**config.mk**
```make
export PLATFORM = sky130hd
export DESIGN_NAME = fuel_pump_gate_safety_fsm
export DESIGN_NICKNAME = d
export VERILOG_FILES = /design/src/rtl/core/fpgs_pkg.sv /design/src/rtl/core/fpgs_front.sv /design/src/rtl/core/fpgs_queue.sv /design/src/rtl/core/fpgs_back.sv /design/src/rtl/core/fuel_pump_gate_safety_fsm.sv
export SDC_FILE = /design/constraint.sdc
export NUM_CORES = 1
export LEC_CHECK = 0
export ABC_AREA = 1
export BUFFER_PORTS_ARGS = -buffer_cell sky130_fd_sc_hd__buf_2
export CORE_MARGIN = 2
export CORE_UTILIZATION = 50
export DETAILED_ROUTE_END_ITERATION = 8
export GPL_ROUTABILITY_DRIVEN = 0
export GPL_TIMING_DRIVEN = 1
export PLACE_DENSITY = 0.66
export SETUP_SLACK_MARGIN = 0.4
export SYNTH_ARGS = -nofsm -noshare
export SYNTH_HDL_FRONTEND = slang
export SYNTH_HIERARCHICAL = 1
export SYNTH_SLANG_ARGS = --single-unit
```
**constraint.sdc**
```tcl
create_clock -name clk_i -period 11.25 [get_ports clk_i]
set_input_delay 1.125 -clock clk_i [delete_from_list [all_inputs] [get_ports clk_i]]
set_output_delay 1.125 -clock clk_i [all_outputs]
set_load 0.02 [all_outputs]
```
**src/rtl/core/fpgs_pkg.sv**
```systemverilog
// Shared types, codes and reset values of the fuel pump gate safety sequencer.
package fpgs_pkg;

  localparam int unsigned TimeW   = 32;
  localparam int unsigned LevelW  = 12;
  localparam int unsigned CfgIdxW = 3;
  localparam int unsigned CfgW    = 16;
  localparam int unsigned QDepth  = 4;

  // Configuration register indexes.
  localparam logic [CfgIdxW-1:0] CFG_PRIME_TIME = 3'd0;
  localparam logic [CfgIdxW-1:0] CFG_STALL_TIME = 3'd1;
  localparam logic [CfgIdxW-1:0] CFG_RPM_THR    = 3'd2;
  localparam logic [CfgIdxW-1:0] CFG_COIL_ON    = 3'd3;
  localparam logic [CfgIdxW-1:0] CFG_COIL_OFF   = 3'd4;
  localparam logic [CfgIdxW-1:0] CFG_HEARTBEAT  = 3'd5;
  localparam logic [CfgIdxW-1:0] CFG_COIL_GAIN  = 3'd6;
  localparam logic [CfgIdxW-1:0] CFG_RELAY_IDX  = 3'd7;

  // Configuration reset values.
  localparam logic [15:0] PRIME_TIME_RST = 16'd3000;
  localparam logic [15:0] STALL_TIME_RST = 16'd2000;
  localparam logic [15:0] RPM_THR_RST    = 16'd200;
  localparam logic [11:0] COIL_ON_RST    = 12'd600;
  localparam logic [11:0] COIL_OFF_RST   = 12'd400;
  localparam logic [15:0] HEARTBEAT_RST  = 16'd1000;
  localparam logic [15:0] COIL_GAIN_RST  = 16'd29285;
  localparam logic [2:0]  RELAY_IDX_RST  = 3'd0;

  localparam logic [2:0]  GATE_MODE_RST  = 3'd3;
  localparam logic [2:0]  GATE_MODE_OFF  = 3'd0;

  typedef enum logic [1:0] {
    KIND_TICK      = 2'd0,
    KIND_RPM       = 2'd1,
    KIND_COIL      = 2'd2,
    KIND_GATE_MODE = 2'd3
  } item_kind_e;

  typedef enum logic [1:0] {
    RES_RELAY     = 2'd0,
    RES_STATE     = 2'd1,
    RES_STALL     = 2'd2,
    RES_IGNITION  = 2'd3
  } res_kind_e;

  typedef enum logic [1:0] {
    PS_PRIME   = 2'd0,
    PS_ARMED   = 2'd1,
    PS_RUNNING = 2'd2
  } pump_state_e;

  typedef enum logic [1:0] {
    RSN_PRIME_DONE = 2'd0,
    RSN_GATES_PASS = 2'd1,
    RSN_STALL      = 2'd2,
    RSN_MODE       = 2'd3
  } reason_e;

  // What one item leaves for the back end to expand into beats.
  typedef enum logic [1:0] {
    REC_ANNOUNCE = 2'd0,
    REC_STALL    = 2'd1,
    REC_IGNITION = 2'd2
  } rec_kind_e;

  typedef struct packed {
    rec_kind_e          rtype;
    logic [7:0]         relay_mask;
    logic               relay_on;
    logic [1:0]         pump_state;
    logic [2:0]         gate_mode;
    reason_e            reason;
    logic [1:0]         gates_ok;
    logic [LevelW-1:0]  coil_level;
    logic               coil_is_on;
  } rec_t;

endpackage

```
**src/rtl/core/fpgs_front.sv**
```systemverilog
// Front end: accepts items, holds configuration and sequencer state, emits records.
module fpgs_front import fpgs_pkg::*; (
  input  logic                clk_i,
  input  logic                rst_ni,
  input  logic                push,
  output logic                full,
  input  logic [1:0]          mode_i,
  input  logic [TimeW-1:0]    time_ms_i,
  input  logic [15:0]         rpm_i,
  input  logic [LevelW-1:0]   coil_raw_i,
  input  logic [7:0]          new_gate_mode_i,
  input  logic                cfg_we_i,
  input  logic [CfgIdxW-1:0]  cfg_idx_i,
  input  logic [CfgW-1:0]     cfg_data_i,
  input  logic                q_full_i,
  output logic                q_wr_o,
  output rec_t                q_rec_o
);

  // Configuration registers.
  logic [15:0]       prime_time_q, stall_time_q, rpm_thr_q, heartbeat_q, coil_gain_q;
  logic [LevelW-1:0] coil_on_lvl_q, coil_off_q;
  logic [2:0]        relay_idx_q;

  // Accepted item, with the coil level already scaled.
  logic              a_valid_q, a_valid_d;
  item_kind_e        a_kind_q;
  logic [TimeW-1:0]  a_time_q;
  logic [15:0]       a_rpm_q;
  logic [LevelW-1:0] a_cv_q;
  logic [2:0]        a_gm_q;

  // Sequencer state.
  pump_state_e       ps_q, ps_d;
  logic [TimeW-1:0]  entry_q, entry_d;
  logic [2:0]        gm_q, gm_d;
  logic [TimeW-1:0]  rpm_good_q, rpm_good_d, coil_good_q, coil_good_d;
  logic [TimeW-1:0]  last_rep_q, last_rep_d;
  logic              rpm_seen_q, rpm_seen_d, coil_seen_q, coil_seen_d;
  logic              coil_on_q, coil_on_d;

  logic              accept, process;
  logic [27:0]       coil_prod;
  logic [TimeW-1:0]  dt_entry, dt_rpm, dt_coil, dt_rep;
  logic              rpm_fresh, coil_fresh, gates_pass, prime_done;
  logic              move, ign;
  reason_e           reason;

  assign full    = a_valid_q && q_full_i;
  assign accept  = push && !full;
  assign process = a_valid_q && !q_full_i;

  assign coil_prod = {16'd0, coil_raw_i} * {12'd0, coil_gain_q};

  always_ff @(posedge clk_i or negedge rst_ni) begin
    if (!rst_ni) begin
      prime_time_q  <= PRIME_TIME_RST;
      stall_time_q  <= STALL_TIME_RST;
      rpm_thr_q     <= RPM_THR_RST;
      coil_on_lvl_q <= COIL_ON_RST;
      coil_off_q    <= COIL_OFF_RST;
      heartbeat_q   <= HEARTBEAT_RST;
      coil_gain_q   <= COIL_GAIN_RST;
      relay_idx_q   <= RELAY_IDX_RST;
    end else if (cfg_we_i) begin
      case (cfg_idx_i)
        CFG_PRIME_TIME: prime_time_q  <= cfg_data_i;
        CFG_STALL_TIME: stall_time_q  <= cfg_data_i;
        CFG_RPM_THR:    rpm_thr_q     <= cfg_data_i;
        CFG_COIL_ON:    coil_on_lvl_q <= cfg_data_i[LevelW-1:0];
        CFG_COIL_OFF:   coil_off_q    <= cfg_data_i[LevelW-1:0];
        CFG_HEARTBEAT:  heartbeat_q   <= cfg_data_i;
        CFG_COIL_GAIN:  coil_gain_q   <= cfg_data_i;
        CFG_RELAY_IDX:  relay_idx_q   <= cfg_data_i[2:0];
        default: ;
      endcase
    end
  end

  always_comb begin
    a_valid_d = a_valid_q;
    if (process) a_valid_d = 1'b0;
    if (accept)  a_valid_d = 1'b1;
  end

  always_ff @(posedge clk_i or negedge rst_ni) begin
    if (!rst_ni) begin
      a_valid_q <= 1'b0;
    end else begin
      a_valid_q <= a_valid_d;
    end
  end

  always_ff @(posedge clk_i) begin
    if (accept) begin
      a_kind_q <= item_kind_e'(mode_i);
      a_time_q <= time_ms_i;
      a_rpm_q  <= rpm_i;
      a_cv_q   <= coil_prod[27:16];
      a_gm_q   <= new_gate_mode_i[2:0];
    end
  end

  // Freshness is judged on wrapping differences against the current stamp.
  assign dt_entry   = a_time_q - entry_q;
  assign dt_rpm     = a_time_q - rpm_good_q;
  assign dt_coil    = a_time_q - coil_good_q;
  assign dt_rep     = a_time_q - last_rep_q;
  assign rpm_fresh  = rpm_seen_q && (dt_rpm < {16'd0, stall_time_q});
  assign coil_fresh = coil_seen_q && (dt_coil < {16'd0, stall_time_q});
  assign gates_pass = (!gm_q[0] || rpm_fresh) && (!gm_q[1] || coil_fresh);
  assign prime_done = dt_entry >= {16'd0, prime_time_q};

  // Sequencer next state.
  always_comb begin
    ps_d    = ps_q;
    entry_d = entry_q;
    gm_d    = gm_q;
    move    = 1'b0;
    reason  = RSN_PRIME_DONE;
    if (process) begin
      case (a_kind_q)
        KIND_TICK: begin
          if (gm_q != GATE_MODE_OFF) begin
            case (ps_q)
              PS_PRIME: begin
                if (prime_done) begin
                  ps_d   = PS_ARMED;
                  move   = 1'b1;
                  reason = RSN_PRIME_DONE;
                end
              end
              PS_ARMED: begin
                if (gates_pass) begin
                  ps_d   = PS_RUNNING;
                  move   = 1'b1;
                  reason = RSN_GATES_PASS;
                end
              end
              PS_RUNNING: begin
                if (!gates_pass) begin
                  ps_d   = PS_ARMED;
                  move   = 1'b1;
                  reason = RSN_STALL;
                end
              end
              default: ;
            endcase
          end
        end
        KIND_GATE_MODE: begin
          if (a_gm_q != gm_q) begin
            ps_d   = PS_PRIME;
            gm_d   = a_gm_q;
            move   = 1'b1;
            reason = RSN_MODE;
          end
        end
        default: ;
      endcase
    end
    if (move) entry_d = a_time_q;
  end

  // Gate refreshes and the coil hysteresis.
  always_comb begin
    rpm_good_d  = rpm_good_q;
    rpm_seen_d  = rpm_seen_q;
    coil_good_d = coil_good_q;
    coil_seen_d = coil_seen_q;
    coil_on_d   = coil_on_q;
    last_rep_d  = last_rep_q;
    ign         = 1'b0;
    if (process && a_kind_q == KIND_RPM && a_rpm_q >= rpm_thr_q) begin
      rpm_good_d = a_time_q;
      rpm_seen_d = 1'b1;
    end
    if (process && a_kind_q == KIND_COIL) begin
      if (coil_on_q) begin
        coil_on_d = !(a_cv_q < coil_off_q);
      end else begin
        coil_on_d = a_cv_q >= coil_on_lvl_q;
      end
      if (coil_on_d) begin
        coil_good_d = a_time_q;
        coil_seen_d = 1'b1;
      end
      if (coil_on_d != coil_on_q || dt_rep >= {16'd0, heartbeat_q}) begin
        ign        = 1'b1;
        last_rep_d = a_time_q;
      end
    end
  end

  // Record for the back end.
  always_comb begin
    q_rec_o = '0;
    q_wr_o  = move || ign;
    if (ign) begin
      q_rec_o.rtype      = REC_IGNITION;
      q_rec_o.coil_level = a_cv_q;
      q_rec_o.coil_is_on = coil_on_d;
    end else begin
      q_rec_o.rtype      = (reason == RSN_STALL) ? REC_STALL : REC_ANNOUNCE;
      q_rec_o.relay_mask = 8'd1 << relay_idx_q;
      q_rec_o.relay_on   = ps_d != PS_ARMED;
      q_rec_o.pump_state = ps_d;
      q_rec_o.gate_mode  = gm_d;
      q_rec_o.reason     = reason;
      q_rec_o.gates_ok   = {coil_fresh, rpm_fresh};
    end
  end

  always_ff @(posedge clk_i or negedge rst_ni) begin
    if (!rst_ni) begin
      ps_q        <= PS_PRIME;
      entry_q     <= '0;
      gm_q        <= GATE_MODE_RST;
      rpm_good_q  <= '0;
      coil_good_q <= '0;
      last_rep_q  <= '0;
      rpm_seen_q  <= 1'b0;
      coil_seen_q <= 1'b0;
      coil_on_q   <= 1'b0;
    end else begin
      ps_q        <= ps_d;
      entry_q     <= entry_d;
      gm_q        <= gm_d;
      rpm_good_q  <= rpm_good_d;
      coil_good_q <= coil_good_d;
      last_rep_q  <= last_rep_d;
      rpm_seen_q  <= rpm_seen_d;
      coil_seen_q <= coil_seen_d;
      coil_on_q   <= coil_on_d;
    end
  end

endmodule

```
**src/rtl/core/fpgs_queue.sv**
```systemverilog
// Short record queue between the front and back ends.
module fpgs_queue import fpgs_pkg::*; (
  input  logic  clk_i,
  input  logic  rst_ni,
  input  logic  wr_i,
  input  rec_t  wr_data_i,
  output logic  full_o,
  input  logic  rd_i,
  output rec_t  rd_data_o,
  output logic  rd_valid_o
);

  localparam int unsigned PtrW = $clog2(QDepth);

  rec_t            mem_q [QDepth];
  logic [PtrW-1:0] wr_ptr_q, wr_ptr_d, rd_ptr_q, rd_ptr_d;
  logic [PtrW:0]   count_q, count_d;
  logic            do_wr, do_rd;

  assign full_o     = count_q == (PtrW+1)'(QDepth);
  assign rd_valid_o = count_q != '0;
  assign rd_data_o  = mem_q[rd_ptr_q];
  assign do_wr      = wr_i && !full_o;
  assign do_rd      = rd_i && rd_valid_o;

  always_comb begin
    wr_ptr_d = wr_ptr_q;
    rd_ptr_d = rd_ptr_q;
    count_d  = count_q;
    if (do_wr) wr_ptr_d = wr_ptr_q + 1'b1;
    if (do_rd) rd_ptr_d = rd_ptr_q + 1'b1;
    if (do_wr && !do_rd) count_d = count_q + 1'b1;
    if (do_rd && !do_wr) count_d = count_q - 1'b1;
  end

  always_ff @(posedge clk_i or negedge rst_ni) begin
    if (!rst_ni) begin
      wr_ptr_q <= '0;
      rd_ptr_q <= '0;
      count_q  <= '0;
    end else begin
      wr_ptr_q <= wr_ptr_d;
      rd_ptr_q <= rd_ptr_d;
      count_q  <= count_d;
    end
  end

  always_ff @(posedge clk_i) begin
    if (do_wr) mem_q[wr_ptr_q] <= wr_data_i;
  end

endmodule

```
**src/rtl/core/fpgs_back.sv**
```systemverilog
// Back end: expands queued records into result beats behind an output register.
module fpgs_back import fpgs_pkg::*; (
  input  logic               clk_i,
  input  logic               rst_ni,
  input  logic               rec_valid_i,
  input  rec_t               rec_i,
  output logic               rec_rd_o,
  output logic               empty,
  input  logic               pop,
  output logic [1:0]         kind_o,
  output logic               last_o,
  output logic [7:0]         relay_mask_o,
  output logic               relay_on_o,
  output logic [1:0]         pump_state_o,
  output logic [2:0]         gate_mode_out_o,
  output logic [1:0]         reason_o,
  output logic [1:0]         gates_ok_o,
  output logic [LevelW-1:0]  coil_level_o,
  output logic               coil_is_on_o
);

  logic              out_valid_q, out_valid_d;
  logic [1:0]        beat_q, beat_d;
  logic              load, beat_last;
  res_kind_e         b_kind;
  logic [7:0]        b_mask;
  logic              b_relay_on;
  logic [1:0]        b_ps, b_reason, b_gates;
  logic [2:0]        b_gm;
  logic [LevelW-1:0] b_cv;
  logic              b_on;
  logic [1:0]        kind_q;
  logic              last_q, relay_on_q, coil_is_on_q;
  logic [7:0]        relay_mask_q;
  logic [1:0]        ps_q, reason_q, gates_q;
  logic [2:0]        gm_q;
  logic [LevelW-1:0] cv_q;

  assign empty = !out_valid_q;
  assign load  = rec_valid_i && (!out_valid_q || pop);

  // Beat selection from the head record and the beat number within it.
  always_comb begin
    b_kind     = RES_RELAY;
    b_mask     = '0;
    b_relay_on = 1'b0;
    b_ps       = '0;
    b_gm       = '0;
    b_reason   = '0;
    b_gates    = '0;
    b_cv       = '0;
    b_on       = 1'b0;
    beat_last  = 1'b0;
    case (rec_i.rtype)
      REC_IGNITION: begin
        b_kind    = RES_IGNITION;
        b_cv      = rec_i.coil_level;
        b_on      = rec_i.coil_is_on;
        beat_last = 1'b1;
      end
      REC_ANNOUNCE, REC_STALL: begin
        case (beat_q)
          2'd0: begin
            b_kind     = RES_RELAY;
            b_mask     = rec_i.relay_mask;
            b_relay_on = rec_i.relay_on;
          end
          2'd1: begin
            b_kind    = RES_STATE;
            b_ps      = rec_i.pump_state;
            b_gm      = rec_i.gate_mode;
            b_reason  = rec_i.reason;
            b_gates   = rec_i.gates_ok;
            beat_last = rec_i.rtype == REC_ANNOUNCE;
          end
          default: begin
            b_kind    = RES_STALL;
            beat_last = 1'b1;
          end
        endcase
      end
      default: beat_last = 1'b1;
    endcase
  end

  assign rec_rd_o = load && beat_last;

  always_comb begin
    beat_d      = beat_q;
    out_valid_d = out_valid_q;
    if (pop && out_valid_q) out_valid_d = 1'b0;
    if (load) begin
      out_valid_d = 1'b1;
      beat_d      = beat_last ? 2'd0 : beat_q + 2'd1;
    end
  end

  always_ff @(posedge clk_i or negedge rst_ni) begin
    if (!rst_ni) begin
      out_valid_q <= 1'b0;
      beat_q      <= '0;
    end else begin
      out_valid_q <= out_valid_d;
      beat_q      <= beat_d;
    end
  end

  always_ff @(posedge clk_i) begin
    if (load) begin
      kind_q       <= b_kind;
      last_q       <= beat_last;
      relay_mask_q <= b_mask;
      relay_on_q   <= b_relay_on;
      ps_q         <= b_ps;
      gm_q         <= b_gm;
      reason_q     <= b_reason;
      gates_q      <= b_gates;
      cv_q         <= b_cv;
      coil_is_on_q <= b_on;
    end
  end

  assign kind_o          = kind_q;
  assign last_o          = last_q;
  assign relay_mask_o    = relay_mask_q;
  assign relay_on_o      = relay_on_q;
  assign pump_state_o    = ps_q;
  assign gate_mode_out_o = gm_q;
  assign reason_o        = reason_q;
  assign gates_ok_o      = gates_q;
  assign coil_level_o    = cv_q;
  assign coil_is_on_o    = coil_is_on_q;

endmodule

```
**src/rtl/core/fuel_pump_gate_safety_fsm.sv**
```systemverilog
// Top level of the fuel pump gate safety sequencer.
// An accepted item is scaled in the cycle it is taken; once the queue has room it updates
// the sequencer state and queues its record, and the back end then loads its first beat into
// the output register. A new item can be taken every cycle while the four-record queue has
// room. Results leave one beat a cycle while pop is high.
// Reset clears the sequencer to PRIME with both gates enabled and loads default configuration.
module fuel_pump_gate_safety_fsm import fpgs_pkg::*; (
  input  logic                clk_i,
  input  logic                rst_ni,
  input  logic                push,
  output logic                full,
  input  logic [1:0]          mode_i,
  input  logic [TimeW-1:0]    time_ms_i,
  input  logic [15:0]         rpm_i,
  input  logic [LevelW-1:0]   coil_raw_i,
  input  logic [7:0]          new_gate_mode_i,
  output logic                empty,
  input  logic                pop,
  output logic [1:0]          kind_o,
  output logic                last_o,
  output logic [7:0]          relay_mask_o,
  output logic                relay_on_o,
  output logic [1:0]          pump_state_o,
  output logic [2:0]          gate_mode_out_o,
  output logic [1:0]          reason_o,
  output logic [1:0]          gates_ok_o,
  output logic [LevelW-1:0]   coil_level_o,
  output logic                coil_is_on_o,
  input  logic                cfg_we_i,
  input  logic [CfgIdxW-1:0]  cfg_idx_i,
  input  logic [CfgW-1:0]     cfg_data_i
);

  logic q_wr, q_full, q_rd, q_valid;
  rec_t q_wr_rec, q_rd_rec;

  fpgs_front u_front (
    .clk_i           (clk_i),
    .rst_ni          (rst_ni),
    .push            (push),
    .full            (full),
    .mode_i          (mode_i),
    .time_ms_i       (time_ms_i),
    .rpm_i           (rpm_i),
    .coil_raw_i      (coil_raw_i),
    .new_gate_mode_i (new_gate_mode_i),
    .cfg_we_i        (cfg_we_i),
    .cfg_idx_i       (cfg_idx_i),
    .cfg_data_i      (cfg_data_i),
    .q_full_i        (q_full),
    .q_wr_o          (q_wr),
    .q_rec_o         (q_wr_rec)
  );

  fpgs_queue u_queue (
    .clk_i      (clk_i),
    .rst_ni     (rst_ni),
    .wr_i       (q_wr),
    .wr_data_i  (q_wr_rec),
    .full_o     (q_full),
    .rd_i       (q_rd),
    .rd_data_o  (q_rd_rec),
    .rd_valid_o (q_valid)
  );

  fpgs_back u_back (
    .clk_i           (clk_i),
    .rst_ni          (rst_ni),
    .rec_valid_i     (q_valid),
    .rec_i           (q_rd_rec),
    .rec_rd_o        (q_rd),
    .empty           (empty),
    .pop             (pop),
    .kind_o          (kind_o),
    .last_o          (last_o),
    .relay_mask_o    (relay_mask_o),
    .relay_on_o      (relay_on_o),
    .pump_state_o    (pump_state_o),
    .gate_mode_out_o (gate_mode_out_o),
    .reason_o        (reason_o),
    .gates_ok_o      (gates_ok_o),
    .coil_level_o    (coil_level_o),
    .coil_is_on_o    (coil_is_on_o)
  );

endmodule

```
**Yosys cells after proc, flatten, opt, wreduce, memory -nomap -nowiden**

Memories as Yosys holds them, arrays and structs flattened.
Cells that the tools add are included.

- Flip-flop bits (word level): 353
- Memory bits (writable): 132
- Bits of input ports: 94
- Output and inout port bits: 36
- Logic and storage cells: 177
- Memories: 1

Memory list:

| name | words | width | rd ports | clocked after memory_dff | wr ports | line | RTL |
|---|---|---|---|---|---|---|---|
| u_queue.mem_q | 4 | 33 | 1 | 0 | 1 | fpgs_queue.sv:15 | `rec_t mem_q [QDepth];` |

- $add $sub $neg: 9
- Multiply operators: 1
- $lt $le $gt $ge: 7
- Eq/ne operators: 20
- Shifts and indexed selects: 1
- Mux-type cells: 48
- Reduce and logical (&&, ||, !) cells: 52

Operators by type and width:

| kind | number |
|---|---|
| $sub A32 B32 Y32 | 4 |
| $ge A32 B16 Y1 | 2 |
| $lt A32 B16 Y1 | 2 |
| $mul A12 B16 Y28 | 1 |
| $mux W2 | 12 |
| $reduce_and A2 Y1 | 12 |
| $mux W1 | 20 |
| $pmux W2 S2 | 5 |
| $mux W18 | 1 |
| $ge A16 B16 Y1 | 1 |
| $logic_and A1 B1 Y1 | 16 |
| $eq A3 B3 Y1 const B | 5 |
| $mux W3 | 5 |
| $mux W13 | 1 |
| $ge A12 B12 Y1 | 1 |
| $lt A12 B12 Y1 | 1 |
| $eq A2 B2 Y1 const B | 5 |
| $eq A2 B1 Y1 const B | 4 |
| $logic_not A1 Y1 | 8 |
| $logic_not A2 Y1 | 4 |
| $shl A1 B3 Y8 const A | 1 |
| $add A2 B1 Y2 const B | 3 |
| $eq A3 B2 Y1 const B | 2 |
| $pmux W2 S3 | 1 |
| other kinds (13) | 21 |

**Depth between registers and ports, before layout**

Gate-level depths: netlist of run 1.

- Word-level depth: 15
- Mapped depth: 38

**Modules after synthesis**

The synthesis of run 1 kept the hierarchy.

Modules (own cells, without submodules):

| module | times used | cells each | area an instance (um^2) | seq. area each (um^2) |
|---|---|---|---|---|
| fpgs_front | 1 | 4197 | 29559.6 | 8106.5 |
| fpgs_queue | 1 | 445 | 5694.2 | 4139.0 |
| fpgs_back | 1 | 133 | 1525.2 | 1096.1 |

**Least setup slack after synthesis of run 1**

OpenSTA, ideal clock, no wires.

- Path kind: input to register
- Start: in coil_raw_i[11]
- End: reg u_front.a_cv_q[8], data pin
- Setup time: 0.265 ns
- Arrival time: 5.915 ns
- Data required time: 10.985 ns
- Setup slack: 5.070 ns
- Stages: 22
- Buffers on the path: 2
- Cells stage by stage: clkbuf_1 > clkbuf_1 > nand2_1 > fa_1 > fa_1 > inv_1 > fa_1 > inv_1 > fa_1 > inv_1 > fa_1 > ha_1 > a21oi_1 > o21ai_0 > a21oi_1 > o21ai_1 > a21o_1 > nand2_1 > nand2_1 > a21oi_1 > o21ai_0 > xor2_1

- Cells in the longest elaborated chain, start to end: 1

Ends and longest elaborated chain:

| element | line | RTL |
|---|---|---|
| start, declared | fuel_pump_gate_safety_fsm.sv:15 | `input logic [LevelW-1:0] coil_raw_i,` |
| $mul A12 B16 Y28 | fpgs_front.sv:53 | `assign coil_prod = {16'd0, coil_raw_i} * {12'd0, coil_gain_q};` |
| via u_front.coil_prod[24] | fpgs_front.sv:43 | `logic [27:0] coil_prod;` |
| end signal, assigned | fpgs_front.sv:99 | `a_cv_q <= coil_prod[27:16];` |
| end, declared | fpgs_front.sv:30 | `logic [LevelW-1:0] a_cv_q;` |

The timed path passes the listed nets, and every way through them passes these cells.
A chain may end at the register's enable or synchronous reset.

**Final worst setup path of run 1**

- Start: reg u_front.a_time_q[0]
- End: mem u_queue/mem_q[3][0] in the netlist's numbering (enable)

- Cells in the longest elaborated chain, start to end: 14

Ends and longest elaborated chain:

| element | line | RTL |
|---|---|---|
| start, declared | fpgs_front.sv:28 | `logic [TimeW-1:0] a_time_q;` |
| start signal, assigned | fpgs_front.sv:97 | `a_time_q <= time_ms_i;` |
| $sub A32 B32 Y32 (on tied branches) | fpgs_front.sv:106, fpgs_front.sv:107 |  |
| $lt A32 B16 Y1 (on tied branches) | fpgs_front.sv:109, fpgs_front.sv:110 |  |
| $logic_and A1 B1 Y1 (on tied branches) | fpgs_front.sv:109, fpgs_front.sv:110 |  |
| $logic_or A1 B1 Y1 | fpgs_front.sv:111 | `assign gates_pass = (!gm_q[0] \|\| rpm_fresh) && (!gm_q[1] \|\| coil_fresh);` |
| $logic_and A1 B1 Y1 | fpgs_front.sv:111 |  |
| $mux W1 (on tied branches) | fpgs_front.sv:141, fpgs_front.sv:134 |  |
| $pmux W1 S3 | fpgs_front.sv:125 | `case (ps_q)` |
| $mux W1 | fpgs_front.sv:124 | `if (gm_q != GATE_MODE_OFF) begin` |
| $pmux W1 S2 | fpgs_front.sv:122 | `case (a_kind_q)` |
| $mux W1 | fpgs_front.sv:121 | `if (process) begin` |
| $logic_or A1 B1 Y1 * | fpgs_front.sv:198 | `q_wr_o = move \|\| ign;` |
| via q_wr | fuel_pump_gate_safety_fsm.sv:34 | `logic q_wr, q_full, q_rd, q_valid;` |
| $logic_and A1 B1 Y1 * | fpgs_queue.sv:23 | `assign do_wr = wr_i && !full_o;` |
| $mux W1 * | fpgs_queue.sv:49 | `if (do_wr) mem_q[wr_ptr_q] <= wr_data_i;` |
| $mux W1 (not written as such) * | fpgs_queue.sv:49 |  |
| end, declared | fpgs_queue.sv:15 |  |

The timed path passes the listed nets; every way through them passes the cells marked *.

==> results of run 1 <==
## worst min path at each step
stage	start	end	slack (ps)	cells after the start
6_report	rst_ni	u_back/out_valid_q	430	1
3_5_place_dp	u_front/coil_seen_q	u_front/coil_seen_q	460	2
2_1_floorplan	u_front/rpm_seen_q	u_front/rpm_seen_q	430	2
4_1_cts	rst_ni	u_back/beat_q[0]	420	1
5_1_grt	rst_ni	u_back/beat_q[0]	440	1
3_3_place_gp	u_front/coil_seen_q	u_front/coil_seen_q	450	2
## registers in the layout, indices dropped and copies added (netlist names), 16 cells and up
register / cells
u_front/stall_time_q: 16
u_front/last_rep_q: 32
u_front/a_rpm_q: 16
u_front/a_time_q: 32
u_front/rpm_thr_q: 16
u_front/coil_good_q: 32
u_front/rpm_good_q: 32
u_front/prime_time_q: 16
u_front/coil_gain_q: 16
u_front/heartbeat_q: 16
u_front/entry_q: 32
u_queue/mem_q: 132
## worst reg2reg max path, delay by kind of cell (launching register included)
| kind | cells | cell delay (ps) |
|---|---|---|
| compound gates | 1 | 110 |
| xor+xnor | 1 | 230 |
| fa+ha+maj | 3 | 1000 |
| buf+inv | 2 | 460 |
| flops | 1 | 540 |
| simple gates | 15 | 3990 |
## cells in the final DEF, fill, tap and decap left out, types with 10 or more instances in the layout
cell	Yosys	final
edfxtp_1	231	231
buf_4	2	17
o211ai_1	70	70
a21oi_1	167	167
xor2_1	69	69
clkbuf_16	0	54
inv_1	997	997
nor3_1	24	24
nand2_1	1428	1428
o21bai_1	16	16
nand4_1	41	41
buf_2	19	123
fa_1	144	144
o21ai_1	12	12
nor2_1	290	284
nand3b_1	11	11
clkbuf_1	80	13
dfstp_2	39	39
o21ai_0	263	263
nand3_1	173	171
xnor2_1	19	19
bufinv_16	0	10
inv_2	11	10
nand2_2	41	41
nor2_2	16	16
dfrtp_1	215	215
ha_1	303	303
## metrics by stage
step | hold WS [ps] | power, mW | area [um^2] | std cells
floorplan | 435 | 8.06 | 36800 | 4775
global placement | 453 | 9.56 | 38200 | 5757
detailed placement | 461 | 9.71 | 38200 | 5757
CTS | 417 | 11.7 | 40200 | 5859
global route | 439 | 12.9 | 40200 | 5859
finish | 425 | 11.6 | 40200 | 5859
## metal layers
metal | track usage, % | wire, um | vias to the layer above
met2 | 39.7 | 41600 | 814
met1 | 35.5 | 43000 | 14100
met3 | 3.68 | 6120 | 145
li1 | - | - | 15000
met4 | 6.67 | 2410 | 0
met5 | 0 | 0 | -
## layout make-up
type / count / area [um^2]
repair buffers: 141 / 758
clock buffers: 72 / 1470
well taps: 959 / 1200
clock inverters: 30 / 497
flip-flops and latches: 485 / 13300
inverters: 1010 / 3790
fillers: 6906 / 32700
multi-input cells: 3162 / 19100
## cell families (layout without fill, tap and decap cells)
kind of cell             count (synthesis)  count (layout)
AO/OA/AOI/OAI                          582             582
XOR/XNOR                                88              88
adder cells (fa/ha/maj)                447             447
buffers and inverters                 1128            1253
flip-flops                             485             485
AND/OR/NAND/NOR                       2045            2045
## power breakdown
group	switching (mW)	internal, mW
logic	4.38	2.52
clock network	0.755	1.16
registers	0.336	2.50
total	5.47	6.18
==> run metrics, run 1 <==
Inserted Diodes 0; status complete, no violations; NumNets Final 5395; max-capacitance violation count 0; CTS Sinks 485; Commonest cells post-synth nand2_1 (1428), inv_1 (997), ha_1 (303), nor2_1 (290), o21ai_0 (263); simple-gate share of the synthesized area 22.6%; site row count 99; HP Class in2async; final global-route overflow total 0; cts repair resizes 0; global-route wire length before repair 149 mm; most common cell in the synthesized netlist nand2_1; Worst path slowest cell nor2_4; FF-to-FF setup slack 4500 ps; EDFF count, synth 231; vias in the first global route 28700; area share of the largest cell type after synthesis 18.9%; Synth async-reset ratio 52.4%; reg2reg end u_queue/mem_q[3][0]; initial antenna violation count 3; RSZ-0062 raised after global routing no; setup violation total in the final timing report 0; DPL Wire Length 71.0 mm; via count 30100; Final Hold Fails 0; Post-DRT Antenna Nets 0; Syn Std Cell Area 0.0368 mm^2; Post-Synth XOR/XNOR Area 2.10%; setup ws final 4500 ps; Post-CTS Repair Setup Buffers 0; clock slew at reported path FFs 60 ps; fmax 148 MHz; Clock Latency Late Sink 640 ps; initial DRC count 2062; reg2reg start u_front/a_time_q[0]; mux contribution to synthesized area 0%; fin. max-slew vios 0; relative slew slack 12.5%; CP max FO 33; Crit path depth 22; chip width 275 um; GRT Util Overall 24.9%; largest net degree at the start of global routing 82; Synth Register Bits 485; Mapped Cells 4775; CP required 11500 ps; DIE HEIGHT 275 um; routed vias/inst 5.13; crit-path max cell delay 970 ps; Num CTS Buffers 54; Worst-Margin Slew 1300 ps; clock root buffer clkbuf_16; Avg Cell Area, Syn 7.70 um^2; Yosys top cell by area edfxtp_1; top cells by area, synth edfxtp_1 (19%), dfrtp_1 (15%), nand2_1 (15%); buffer and inverter count on the worst path 2; Remaining DRCs 0; starting density of the core 50.5%; CP startpoint u_front/a_time_q[0]; final wirelength 93.2 mm; dominant synthesized flop cell edfxtp_1; delay-heaviest family, CP simple AND/OR/NAND/NOR gates; ratio of cells with drive above 1 in the final layout 7.31%; minimum clock period 6750 ps; Pwr per Cell Area 290 mW/mm^2; Compound-Gate Fraction of Synth Area 8.95%; YS warnings 6; Place WS 4510 ps; DR pass1 iterations 5; WS Path Type reg2reg; cts hold-fix bufs 0; Clock Tree Buf Depth 3; sequential-to-total area share from yosys stat 36.3%; termination of the worst setup path u_queue/mem_q[3][0]; CP cell instances inv_1 -> ha_1 -> inv_1 -> fa_1 -> nand3_1 -> nand3_1 -> nand3_1 -> nand3b_1 -> xor2_1 -> ha_1 -> nand4_1 -> nor3_1 -> a21oi_1 -> nand4_1 -> nand2_1 -> nand2_1 -> nand2_2 -> nand2_4 -> nand2_8 -> nand2_1 -> nand2_1 -> nor2_4; Worst IR Drop VDD 0.176 mV; Clock Skew 55.4 ps; CTS H-Tree Depth 2; Setup crit end kind register; CTS tree built; Avg WL per Cell 15.9 um; setup_tns 0 ps; period utilisation layout 60.0%; total die area 0.0757 mm^2; fin util 55.1%; CP most frequent cell nand2_1; Crit path arrival time 7000 ps; Area Overhead vs Synth 9.18%; I/O pins 130; port buffer count 124; adder-cell share of the synthesized area 18.1%; post-synthesis cell type count 56; leakage 21.1 nW; largest family of logic cells by synthesized area simple AND/OR/NAND/NOR gates; Core Area 0.0728 mm^2; syn nets 5316; worst-case reg-to-reg path depth 22; startpoint types register
(Power assumes the default switching activity.)
==> run 2, diff against run 1 <==
--- a/config.mk
+++ b/config.mk
@@ -5,14 +5,14 @@
 export SDC_FILE = /design/constraint.sdc
 export NUM_CORES = 1
 export LEC_CHECK = 0
-export ABC_AREA = 1
+export ABC_AREA = 0
 export BUFFER_PORTS_ARGS = -buffer_cell sky130_fd_sc_hd__buf_2
 export CORE_MARGIN = 2
 export CORE_UTILIZATION = 50
 export DETAILED_ROUTE_END_ITERATION = 8
 export GPL_ROUTABILITY_DRIVEN = 0
 export GPL_TIMING_DRIVEN = 1
-export PLACE_DENSITY = 0.66
+export PLACE_DENSITY = 0.68
 export SETUP_SLACK_MARGIN = 0.4
 export SYNTH_ARGS = -nofsm -noshare
 export SYNTH_HDL_FRONTEND = slang
==> constraint.sdc (replaced) <==
create_clock -name clk_i -period 5.89 [get_ports clk_i]
set_input_delay 0.589 -clock clk_i [delete_from_list [all_inputs] [get_ports clk_i]]
set_output_delay 0.589 -clock clk_i [all_outputs]
set_load 0.02 [all_outputs]
==> run metrics, run 2 <==
YS warnings 6 (unchanged); max reg flops 132 (unchanged); crit-path max cell delay 540 ps (-430 ps); initial DRC count 2250 (+9.1%); DR pass1 iterations 6 (+1); Design Power 25.4 mW (+120%); dominant synthesized flop cell edfxtp_1; setup violation total in the final timing report 199 (+199); Place WS -624 ps (-5130 ps); leakage 18.5 nW (-12%); Clock Skew 68.9 ps (+13.5 ps); Pwr per Cell Area 616 mW/mm^2 (+110%); Synth Register Bits 485 (unchanged); commonest non-fill, non-tap cell in the layout inv_1; starting density of the core 50.7% (+0.24 points); port buffer count 124 (unchanged); ratio of cells with drive above 1 in the final layout 25.1% (+18 points); Worst path slowest cell or4b_4; vias in the first global route 26600 (-7.2%); final global-route overflow total 0 (unchanged); Synth async-reset ratio 52.4% (unchanged); site row count 95 (-4.0%); CTS Sinks 485 (unchanged); Avg WL per Cell 20.3 um (+28%); Setup crit end kind register; Syn Std Cell Area 0.0342 mm^2 (-7.0%); Mapped Cells 3219 (-33%); setup_tns -65570 ps (-65570 ps); post-synthesis cell type count 101 (+80%); WS Path Type reg2reg; syn nets 3760 (-29%); largest net degree at the start of global routing 120 (+46%); Clock Tree Buf Depth 3 (unchanged); fin util 61.1% (+6.0 points); initial antenna violation count 2 (-1); Avg Cell Area, Syn 10.6 um^2 (+38%); top cells by area, synth edfxtp_1 (20%), dfrtp_1 (16%), ha_1 (11%); total die area 0.0705 mm^2 (-6.9%); RSZ-0062 raised after global routing yes; CTS tree built; Area Overhead vs Synth 20.5%; chip width 266 um (-3.5%); Placed Area 0.0378 mm^2 (-1.1%); most frequent cells in the layout inv_1 (391), ha_1 (285), nand2_1 (282); CP max FO 7 (-79%); Crit path arrival time 6820 ps (-180 ps); most common cell in the synthesized netlist inv_1; design area 0.0412 mm^2 (+2.6%); DPL Wire Length 63.8 mm (-10%); Yosys top cell by area edfxtp_1; clock slew at reported path FFs 60 ps (about the same); HP Class in2reg; CP most frequent cell buf_6; CTS H-Tree Depth 2 (unchanged); Final Hold Fails 0 (unchanged); clock root buffer clkbuf_16; Worst IR Drop VDD 0.509 mV (+190%); fmax 156 MHz (+5.2%); Worst-Margin Slew 1120 ps (-182 ps); max-capacitance violation count 0 (unchanged); final wirelength 92.0 mm (-1.2%); routed vias/inst 5.84 (+14%); Remaining DRCs 0 (unchanged); I/O pins 130 (unchanged); period utilisation layout 109% (+49 points); failing checks setup timing; global-route wire length before repair 145 mm (-2.6%); status complete, but fails checks; sequential-to-total area share from yosys stat 39.0% (+2.7 points); Biggest register u_queue/mem_q; DIE HEIGHT 266 um (-3.5%); NumNets Final 4155 (-23%); Clock Latency Late Sink 650 ps (about the same); minimum clock period 6420 ps (-336 ps); relative slew slack 25.4% (+13 points); Core Area 0.0674 mm^2 (-7.5%); fin. max-slew vios 0 (unchanged); setup ws final -529 ps (-5020 ps); via count 26500 (-12%); Commonest cells post-synth inv_1 (396), ha_1 (303), nand2_1 (288), edfxtp_1 (231), dfrtp_1 (215); GRT Util Overall 25.8% (+0.95 points); EDFF count, synth 231 (unchanged); startpoint types register; Post-DRT Antenna Nets 0 (unchanged); Num CTS Buffers 53 (-1.9%); area share of the largest cell type after synthesis 20.3% (+1.4 points); CP required 6290 ps (-5210 ps)
-- run 2: cell types whose count changed after synthesis, sizes merged, moves of 126 or more --
cell and delta:
nand2 -1183, inv -609, nor2 -192, mux2 +149
nand3 -129, and2 +126
-- run 2: worst max-delay path, delay by kind of cell (launching register included) --
kind | cells | cell delay [ps]
AOI/OAI and AO/OA | 8 | 1830
adders and majority gates | 2 | 570
buffers and inverters | 6 | 820
DFF | 1 | 480
muxes | 1 | 340
xor gates and xnor gates | 1 | 190
and+or+nand+nor | 10 | 1950
-- run 2: path summary, 6_finish.rpt --
path                                           to  cells past startpoint  slack (ps)                 from
min in group asynchronous      u_back/out_valid_q                      2         500               rst_ni
hold reg to reg                u_front/rpm_seen_q                      1         470   u_front/rpm_seen_q
setup / recovery              u_queue/mem_q[3][6]                     28        -530  u_front/a_time_q[3]
hold / removal               u_front/a_time_q[18]                      1         120        time_ms_i[18]
max in group asynchronous  u_front/coil_good_q[2]                      3        3980               rst_ni
setup reg to reg              u_queue/mem_q[3][6]                     28        -530  u_front/a_time_q[3]
-- run 2: timing repair --
item / CTS / global route
resized for setup: 115 / 56
gates cloned: 21 / 1
setup endpoints to repair: 339 / 342
buffers inserted: 29 / 17
hold buffers: 1 / 0
hold endpoints to repair: 62 / 0
pin swaps: 36 / 41
-- run 2: through the flow --
step	instances	hold slack [ps]
2_1_floorplan	3219	293
3_3_place_gp	4363	453
3_5_place_dp	4363	456
4_1_cts	4514	83.1
5_1_grt	4532	104
6_report	4533	118
-- run 2: layer usage --
metal / global-route usage (%) / up-vias / wire, um
li1: - / 12200 / -
met1: 34.9 / 13100 / 39600
met2: 42.9 / 986 / 43800
met3: 3.80 / 176 / 5800
met4: 8.51 / 0 / 2850
met5: 0 / - / 0
-- run 2: area by class of cell --
| type | instances | area (um^2) |
|---|---|---|
| clock buffers | 62 | 1370 |
| inverters | 399 | 1520 |
| clock inverters | 38 | 332 |
| diodes | 1 | 2.50 |
| multi-input cells | 2226 | 19700 |
| fillers | 5224 | 26200 |
| repair buffers | 449 | 3830 |
| flip-flops and latches | 485 | 13300 |
| well taps | 873 | 1090 |
-- run 2: logic make-up (layout without fill, tap and decap cells) --
logic type,after synthesis,count (layout),share of synthesized area (%)
AOI/OAI and AO/OA,664,667,13.0
xor gates and xnor gates,99,99,2.54
adders and majority gates,447,447,19.5
buffers and inverters,511,948,6.02
DFF,485,485,39.0
muxes,199,199,7.86
other,0,1,0
and+or+nand+nor,814,814,12.1
-- run 2: where the power goes --
| group | switching, mW | internal (mW) |
|---|---|---|
| logic | 8.79 | 7.81 |
| clock network | 1.44 | 1.81 |
| registers | 0.646 | 4.87 |
